<file path="config.mk">
export PLATFORM = sky130hd
export DESIGN_NAME = integer_set_membership_table
export DESIGN_NICKNAME = d
export VERILOG_FILES = /design/src/rtl/core/ismt_pkg.sv /design/src/rtl/core/ismt_cell.sv /design/src/rtl/core/ismt_pick.sv /design/src/rtl/core/integer_set_membership_table.sv
export SDC_FILE = /design/constraint.sdc
export NUM_CORES = 2
export LEC_CHECK = 0
export ABC_AREA = 1
export CORE_MARGIN = 4
export CORE_UTILIZATION = 35
export DETAILED_ROUTE_END_ITERATION = 7
export DONT_BUFFER_PORTS = 1
export GPL_TIMING_DRIVEN = 0
export PLACE_DENSITY = 0.61
export SLEW_MARGIN = 15
export SYNTH_ARGS = -nofsm -noshare
export SYNTH_HDL_FRONTEND = slang
export SYNTH_HIERARCHICAL = 1
export SYNTH_SLANG_ARGS = --single-unit
</file>
<file path="constraint.sdc">
create_clock -name clk -period 7.7 [get_ports clk]
set_input_delay 1.54 -clock clk [delete_from_list [all_inputs] [get_ports clk]]
set_output_delay 1.54 -clock clk [all_outputs]
set_load 0.05 [all_outputs]
</file>
<file path="src/rtl/core/ismt_pkg.sv">
// Shared types and constants for the integer set membership table.
package ismt_pkg;

	localparam int CAPACITY = 64;
	localparam int CNT_W    = $clog2(CAPACITY + 1);
	localparam int VAL_W    = 32;
	localparam int TOTAL_W  = 7;
	localparam int OUT_W    = 16;

	typedef enum logic [1:0] {
		OP_ADD   = 2'd0,
		OP_ERASE = 2'd1,
		OP_TEST  = 2'd2,
		OP_CLEAR = 2'd3
	} opcode_t;

	typedef enum logic {
		ST_IDLE   = 1'b0,
		ST_COMMIT = 1'b1
	} state_t;

	// control broadcast to every cell
	typedef struct packed {
		logic    lookup;
		logic    commit;
		opcode_t op;
	} cell_ctl_t;

	localparam logic STATUS_OK   = 1'b0;
	localparam logic STATUS_FULL = 1'b1;

endpackage

</file>
<file path="src/rtl/core/ismt_cell.sv">
// One storage cell: holds an entry and its valid bit, compares against the request.
module ismt_cell
	import ismt_pkg::*;
(
	input  logic             clk,
	input  logic             arst_n,
	input  cell_ctl_t        ctl,
	input  logic [VAL_W-1:0] cmp_value,
	input  logic [VAL_W-1:0] wr_value,
	input  logic             grant,
	output logic             valid,
	output logic             match
);

	logic             valid_q;
	logic [VAL_W-1:0] value_q;
	logic             match_s1;

	always_ff @(posedge clk or negedge arst_n) begin
		if (!arst_n) begin
			valid_q  <= 1'b0;
			match_s1 <= 1'b0;
		end else begin
			if (ctl.lookup) begin
				match_s1 <= valid_q && (value_q == cmp_value);
			end
			if (ctl.commit) begin
				case (ctl.op)
					OP_CLEAR: valid_q <= 1'b0;
					OP_ERASE: if (match_s1) valid_q <= 1'b0;
					OP_ADD:   if (grant) valid_q <= 1'b1;
					default:  valid_q <= valid_q;
				endcase
			end
		end
	end

	always_ff @(posedge clk) begin
		if (ctl.commit && ctl.op == OP_ADD && grant) begin
			value_q <= wr_value;
		end
	end

	assign valid = valid_q;
	assign match = match_s1;

endmodule

</file>
<file path="src/rtl/core/ismt_pick.sv">
// Reduces the cell row: any hit, full flag and one-hot grant of the lowest free cell.
module ismt_pick
	import ismt_pkg::*;
(
	input  logic [CAPACITY-1:0] valid,
	input  logic [CAPACITY-1:0] match,
	output logic                hit,
	output logic                full,
	output logic [CAPACITY-1:0] lowest_free
);

	logic [CAPACITY-1:0] free;

	assign free        = ~valid;
	// isolate lowest set bit: x & -x
	assign lowest_free = free & (~free + CAPACITY'(1));
	assign full        = ~|free;
	assign hit         = |match;

endmodule

</file>
<file path="src/rtl/core/integer_set_membership_table.sv">
// Integer set membership table: a row of compare cells holding a set of distinct values.
//
// Input channel s_axis: s_axis_tuser carries the request kind (0 add, 1 erase,
// 2 test, 3 clear), s_axis_tdata the signed 32-bit value (ignored for clear).
// Output channel m_axis: one word per request with was_present, the member
// count after the request and a status bit (1: add dropped, table full).
// A word is accepted when tvalid and tready are both high.
// Every cell compares the incoming value in the accept cycle; the commit state
// then reduces the hit flags, picks the lowest free cell and commits the update.
// A new request is not taken until the previous one has been committed, since
// the compare and commit steps over the cell row alternate.
// The result sits in an output register, so the next request is accepted
// while the previous result still waits. If the receiver stalls with a result
// pending, the commit step holds and no further request is accepted.
// Reset empties the set (all valid bits and the count to zero); no clearing
// pass is needed and the block is ready as soon as reset is released.
module integer_set_membership_table
	import ismt_pkg::*;
(
	input  logic             clk,
	input  logic             arst_n,
	input  logic             s_axis_tvalid,
	output logic             s_axis_tready,
	input  logic [31:0]      s_axis_tdata,   // [31:0] value
	input  logic [1:0]       s_axis_tuser,   // [1:0] opcode
	output logic             m_axis_tvalid,
	input  logic             m_axis_tready,
	output logic [OUT_W-1:0] m_axis_tdata    // [0] was_present, [7:1] member_total, [8] status
);

	state_t state_q, state_d;

	opcode_t                op_s1;
	logic signed [VAL_W-1:0] value_s1;
	logic [CNT_W-1:0]       count_q, count_d;

	logic                   out_valid_q;
	logic                   out_present_q;
	logic [TOTAL_W-1:0]     out_total_q;
	logic                   out_status_q;

	logic                   accept;
	logic                   commit;
	cell_ctl_t              ctl;
	logic [CAPACITY-1:0]    valid_vec;
	logic [CAPACITY-1:0]    match_vec;
	logic [CAPACITY-1:0]    lowest_free;
	logic [CAPACITY-1:0]    grant_vec;
	logic                   hit;
	logic                   full;
	logic                   add_ok;
	logic                   status_d;

	// next state
	always_comb begin
		state_d = state_q;
		unique case (state_q)
			ST_IDLE:   if (s_axis_tvalid) state_d = ST_COMMIT;
			ST_COMMIT: if (!out_valid_q || m_axis_tready) state_d = ST_IDLE;
			default:   state_d = ST_IDLE;
		endcase
	end

	// state outputs
	always_comb begin
		s_axis_tready = 1'b0;
		commit        = 1'b0;
		unique case (state_q)
			ST_IDLE:   s_axis_tready = 1'b1;
			ST_COMMIT: commit = !out_valid_q || m_axis_tready;
			default:   s_axis_tready = 1'b0;
		endcase
	end

	assign accept = s_axis_tvalid && s_axis_tready;

	always_ff @(posedge clk or negedge arst_n) begin
		if (!arst_n) begin
			state_q <= ST_IDLE;
		end else begin
			state_q <= state_d;
		end
	end

	always_ff @(posedge clk) begin
		if (accept) begin
			op_s1    <= opcode_t'(s_axis_tuser);
			value_s1 <= s_axis_tdata;
		end
	end

	assign ctl.lookup = accept;
	assign ctl.commit = commit;
	assign ctl.op     = op_s1;

	assign add_ok    = (op_s1 == OP_ADD) && !hit && !full;
	assign grant_vec = add_ok ? lowest_free : '0;

	for (genvar i = 0; i < CAPACITY; i++) begin : g_cell
		ismt_cell u_cell (
			.clk       (clk),
			.arst_n    (arst_n),
			.ctl       (ctl),
			.cmp_value (s_axis_tdata),
			.wr_value  (value_s1),
			.grant     (grant_vec[i]),
			.valid     (valid_vec[i]),
			.match     (match_vec[i])
		);
	end

	ismt_pick u_pick (
		.valid       (valid_vec),
		.match       (match_vec),
		.hit         (hit),
		.full        (full),
		.lowest_free (lowest_free)
	);

	always_comb begin
		count_d  = count_q;
		status_d = STATUS_OK;
		case (op_s1)
			OP_CLEAR: count_d = '0;
			OP_ADD: begin
				if (add_ok) begin
					count_d = count_q + CNT_W'(1);
				end else if (!hit) begin
					status_d = STATUS_FULL;
				end
			end
			OP_ERASE: if (hit) count_d = count_q - CNT_W'(1);
			default:  count_d = count_q;
		endcase
	end

	always_ff @(posedge clk or negedge arst_n) begin
		if (!arst_n) begin
			count_q     <= '0;
			out_valid_q <= 1'b0;
		end else begin
			if (commit) begin
				count_q     <= count_d;
				out_valid_q <= 1'b1;
			end else if (m_axis_tready) begin
				out_valid_q <= 1'b0;
			end
		end
	end

	always_ff @(posedge clk) begin
		if (commit) begin
			out_present_q <= (op_s1 != OP_CLEAR) && hit;
			out_total_q   <= TOTAL_W'(count_d);
			out_status_q  <= status_d;
		end
	end

	assign m_axis_tvalid = out_valid_q;
	assign m_axis_tdata  = {(OUT_W - TOTAL_W - 2)'(0), out_status_q, out_total_q, out_present_q};

endmodule

</file>
[Word level (Yosys, flattened, before mapping)]
Index checks and enable logic that the tools add are counted.
Storage, ports and cells
  bits in registers: 2228
  input bits: 38
  logic and storage cells: 813
Operators by class
  $add $sub $neg: 3
  eq/ne operators: 195
  multiplexer cells: 204
  bitwise gates (word level): 5
  reductions and logical operators: 206
Operators with widths (count)
  32-bit equality test: 64
  4-bit AND reduction: 64
  1-bit one-hot mux with 3 select lines: 64
  1-bit 2-to-1 mux: 135
  1-bit logical AND: 133
  2-bit inequality test, second input constant: 65
  2-bit by 1-bit inequality test with 1-bit output, second input constant: 64
  64-bit NOT: 2
  64-bit OR reduction: 2
  64-bit by 1-bit adder with 64-bit output, second input constant: 1
  64-bit AND: 1
  64-bit 2-to-1 mux: 1
  7-bit one-hot mux with 3 select lines: 1
  7-bit 2-to-1 mux: 2
  7-bit by 1-bit adder with 7-bit output, second input constant: 1
  7-bit by 1-bit subtractor with 7-bit output, second input constant: 1
  3-bit nonzero test: 1
  2-bit by 1-bit equality test with 1-bit output, second input constant: 1
  2-bit equality test, second input constant: 1
  1-bit logical NOT: 2
  2-bit logical NOT: 1
  1-bit NOT: 2
  1-bit one-hot mux with 2 select lines: 1
  2-bit nonzero test: 1
  2 further kinds: 2

[Logic depth before layout (Yosys ltp)]
  depth after elaboration: 7
  gate-level depth with buffers: 15
  mapped depth without buffers: 15

[Cells and area by module]
The synthesis kept the hierarchy.
By module, submodules not included
  ismt_cell at g_cell[10].u_cell ...: times used 63, cells an instance 168, area each 1621.6 um^2, sequential area each 1011.0 um^2
  integer_set_membership_table: times used 1, cells an instance 321, area each 2726.4 um^2, sequential area each 1516.5 um^2
  ismt_pick: times used 1, cells an instance 421, area each 1828.0 um^2, sequential area each 0.0 um^2
  ismt_cell at g_cell[0].u_cell: times used 1, cells an instance 170, area each 1606.5 um^2, sequential area each 1011.0 um^2

[Worst setup path before layout]
Ideal clock, no wire load.
  path type: input-to-reg
  start: input port s_axis_tvalid
  end: register g_cell[10].u_cell.match_s1
  data arrival time: 7.631 ns
  required time: 7.635 ns
  setup slack: 0.004 ns
  stages: 10
  path through: inv_1 > nor2_1 > nand2_1 > nor2_1 > nand3_2 > nor2_2 > nand2_1 > nor2_2 > nand2_1 > nand2_1
Between the ends
  cells in the longest elaborated chain, start to end: 1
Ends and longest elaborated chain
  start, declared: line integer_set_membership_table.sv:22  | input logic s_axis_tvalid,
  1-bit logical AND: line integer_set_membership_table.sv:75  | assign accept = s_axis_tvalid && s_axis_tready;
  via accept: line integer_set_membership_table.sv:42  | logic accept;
  end signal, assigned: line ismt_cell.sv:25  | match_s1 <= valid_q && (value_q == cmp_value);
  end, declared: line ismt_cell.sv:17  | logic match_s1;
The timed path passes the listed nets, and every way through them passes these cells.
A chain may end at the register's enable or synchronous reset.

[Worst setup path after layout]
  start: register g_cell[20].u_cell.match_s1
  end: register g_cell[55].u_cell.value_q[28], enable pin
Between the ends
  cells in the longest elaborated chain, start to end: 6
Ends and longest elaborated chain
  start, declared: line ismt_cell.sv:17
  start signal, assigned: line ismt_cell.sv:25
  64-bit OR reduction: line ismt_pick.sv:18  | assign hit = |match;
  via hit: line integer_set_membership_table.sv:49  | logic hit;
  1-bit logical NOT
  1-bit logical AND (2 in series): line integer_set_membership_table.sv:96  | assign add_ok = (op_s1 == OP_ADD) && !hit && !full;
  64-bit 2-to-1 mux: line integer_set_membership_table.sv:97  | assign grant_vec = add_ok ? lowest_free : '0;
  via grant_vec[55]: line integer_set_membership_table.sv:48  | logic [CAPACITY-1:0] grant_vec;
  1-bit logical AND: line ismt_cell.sv:39  | if (ctl.commit && ctl.op == OP_ADD && grant) begin
  end signal, assigned: line ismt_cell.sv:40  | value_q <= wr_value;
  end, declared: line ismt_cell.sv:16  | logic [VAL_W-1:0] value_q;
The timed path passes the listed nets, and every way through them passes these cells.

==> results.ini <==
[outcome]
outcome=finished clean

[synthesis]
yosysMostFrequentCell=sky130_fd_sc_hd__nand2_1
synth_seq_area_share=0.611
synth.cells.most_frequent=sky130_fd_sc_hd__nand2_1, sky130_fd_sc_hd__inv_1, sky130_fd_sc_hd__edfxtp_1, sky130_fd_sc_hd__nor2_1, sky130_fd_sc_hd__xnor2_1
post_synth_inst_count=11500
mappedNetlistArea_sq_um=108000
yosysWarningCount=6
yosysTopAreaCellShare=0.580
yosys.area.top_type=sky130_fd_sc_hd__edfxtp_1
yosys.cell_types.count=38
synth_ff_type=sky130_fd_sc_hd__edfxtp_1
ys_ff_latch=2228
ys_top_cells_by_area=sky130_fd_sc_hd__edfxtp_1, sky130_fd_sc_hd__nand2_1, sky130_fd_sc_hd__inv_1
synthesis.area_per_instance_sq_um=9.42
synth_enable_flop_cells=2091
postSynth.asyncResetShare=0.0615

[detailed_routing]
drt-wirelength-per-cell_microns=19.6
detailedRoute.firstIterationViolations=7560
route.antenna.remaining_nets=0
wirelength_mm=319
vias=76300
drtPass1Iterations=6
drc=0
post_drt_via_cell_ratio=4.69

[global_route]
grt_overflow=0
grt_pass1_vias=69500
grt_antenna_before_repair=26
grt_pass1_wl_mm=460
grt_start_max_net_pins=138
global_route.usage.total=0.196

[clock_network]
cts.htree.levels=4
holdBufCountCts=0
ctsResizeCount=0
cts.repair_timing.setup_buffer_count=0
clkLatencyLatePin_ns=0.88
clk_pin_slew_worst_paths_ns=0.06
clockBufferDepth=3
clockRootBuffer=sky130_fd_sc_hd__clkbuf_16
cts_made_buffers=231
cts_tree=yes
numClockSinks=2228

[timing]
total_negative_slack_ns=0
finClkSkew_ns=0.0402
hold_viol_final=0
maxSlewHeadroom=0.234
finalSetupViolCount=0
whs_ns=0.382
postLayoutSetupSlackWorst_ns=2.97
final.min_clock_period_ns=4.73
min_period_over_period=0.614
pins_over_their_slew_limit=0
timing.fmax_mhz=212
rsz_0062_raised_after_global_routing=no
timing_worst_slew_pin_value_ns=1.14

[setup_path]
dominant_delay_contributor_by_cell_family_on_the_critical_path=simple AND/OR/NAND/NOR gates
path_cells=nor2_1 > nand2_1 > nor2_1 > nand2_1 > nor3_1 > nand2_1 > inv_1 > nand3_4 > buf_4 > buf_6 > nor2_1 > nand3_1 > inv_2
worstPathBufferInverterCount=4
critical_path.endpoint_type=register
worst-path-max-fanout=32
capture_point_of_the_critical_path=g_cell[55].u_cell/value_q[28]$_DFFE_PP_
r2r_setup_slack_ns=2.97
critical_path.startpoint_type=register
critical-path-max-stage-delay_ns=0.67
data_arrival_at_the_endpoint_of_the_critical_path_ns=5.21
critical_path.reg2reg.startpoint=g_cell[20].u_cell/match$_DFFE_PN0P_
worstPathRequired_ns=8.19
setup.worst_path.start=g_cell[20].u_cell/match$_DFFE_PN0P_
cp.depth=13
crit_type=register to register
critical-path-slowest-cell=sky130_fd_sc_hd__inv_2
r2r.worst_path.cells=13
critical_path.reg2reg.endpoint=g_cell[55].u_cell/value_q[28]$_DFFE_PP_

[floorplanning]
chipHeight_microns=564
pin_count=56
std_cell_rows=203
initial_utilization=0.353
die_area_sq_um=318000
placeableCoreArea_sq_um=307000
die_x_microns=564

[place]
final_wtd_congestion=0.863
postPlaceCellArea_sq_um=117000
port_buffers=0
hpwl_mm=192
dp_worst_slack_ns=2.60

[power_and_ir_drop]
powerDensity_nw_per_um2=223
post-layout-total-power_mw=27.8
leakagePower_nw=52.5
irDropWorstVdd_mv=0.211

[layout]
drive_gt1_frac=0.0904
total_nets_final=12000
syn_to_final_growth_pct=15.1
finished_cell_area_sq_um=125000

[run]
max_cap_violations=0

[worst_hold_path]
worstHoldPathType=primary input to asynchronous set/reset pin

[metrics by stage]
step,std cells,util
after floorplan,11500,-
final,16300,0.406
after global routing,16300,0.406
after CTS,16300,0.406
after global placement,15600,0.370
after detailed placement,15800,0.382
[cell families after synthesis]
family,synth area share
compound gates,0.0106
xor+xnor,0.0569
fa+ha+maj,0.000231
buf+inv,0.0839
flops,0.611
other cells,0.0000346
simple gates,0.237
[flip-flops by register name (all words and copies together) (netlist names)]
| name | cells |
|---|---|
| g_cell.u_cell/match | 64 |
| count_q | 7 |
| out_status_q | 1 |
| out_total_q | 7 |
| g_cell.u_cell/value_q | 2048 |
| g_cell.u_cell/valid | 64 |
| state_q | 1 |
| m_axis_tvalid | 1 |
| op_s1 | 2 |
| value_s1 | 32 |
| out_present_q | 1 |
[layout by cell type (no fill, tap or decap), drive strengths merged, types with 2 or more instances in the layout]
cell type / n
a21oi: 5
buf: 233
bufinv: 9
clkbuf: 312
clkinv: 113
clkinvlp: 6
conb: 7
dfrtp: 137
diode: 12
edfxtp: 2091
ha: 2
inv: 2376
nand2: 3521
nand3: 418
nand3b: 10
nand4: 268
nor2: 1396
nor3: 21
o211ai: 2
o21ai: 137
o22ai: 64
or2: 320
xnor2: 576
xor2: 128
[final cells by class]
cell class,count,area [sq um]
fillers,29300,182000
flip-flops and latches,2228,66200
multi-input cells,6876,33000
inverters,2380,8940
clock buffers,312,6290
well taps,4100,5130
repair buffers,215,3920
clock inverters,124,971
plain buffers,18,163
diodes,12,30.0
[routing by layer]
layer  vias up  GRT usage  part of all wire
met2      2723      0.322              0.46
met5         -          0                 0
met3       598     0.0309             0.083
met1     36200      0.266              0.42
met4         0     0.0616             0.033
li1      36800          -                 -
[worst min path at each step]
stage | from | end | slack [ns] | cells after the start
finish | arst_n | g_cell[10].u_cell/match$_DFFE_PN0P_ | 0.38 | 0
floorplan | g_cell[11].u_cell/match$_DFFE_PN0P_ | g_cell[11].u_cell/match$_DFFE_PN0P_ | 0.47 | 2
CTS | arst_n | g_cell[10].u_cell/match$_DFFE_PN0P_ | 0.30 | 0
detailed placement | g_cell[63].u_cell/match$_DFFE_PN0P_ | g_cell[63].u_cell/match$_DFFE_PN0P_ | 0.49 | 2
global route | arst_n | g_cell[10].u_cell/match$_DFFE_PN0P_ | 0.32 | 0
global placement | g_cell[29].u_cell/match$_DFFE_PN0P_ | g_cell[29].u_cell/match$_DFFE_PN0P_ | 0.49 | 2
[worst register-to-register path, stage by stage, from the launching register on]
cell	delay, ns
sky130_fd_sc_hd__dfrtp_1	0.49
sky130_fd_sc_hd__nor2_1	0.13
sky130_fd_sc_hd__nand2_1	0.07
sky130_fd_sc_hd__nor2_1	0.30
sky130_fd_sc_hd__nand2_1	0.26
sky130_fd_sc_hd__nor3_1	0.48
sky130_fd_sc_hd__nand2_1	0.43
sky130_fd_sc_hd__inv_1	0.27
sky130_fd_sc_hd__nand3_4	0.19
sky130_fd_sc_hd__buf_4	0.27
sky130_fd_sc_hd__buf_6	0.22
sky130_fd_sc_hd__nor2_1	0.24
sky130_fd_sc_hd__nand3_1	0.28
sky130_fd_sc_hd__inv_2	0.67
[report_power, final]
group	leakage [nW]	switching, mW	internal (mW)
Combinational	28.2	1.99	1.06
Clock	3.56	4.78	6.02
Sequential	20.7	0.258	13.7
(Power assumes the default switching activity.)
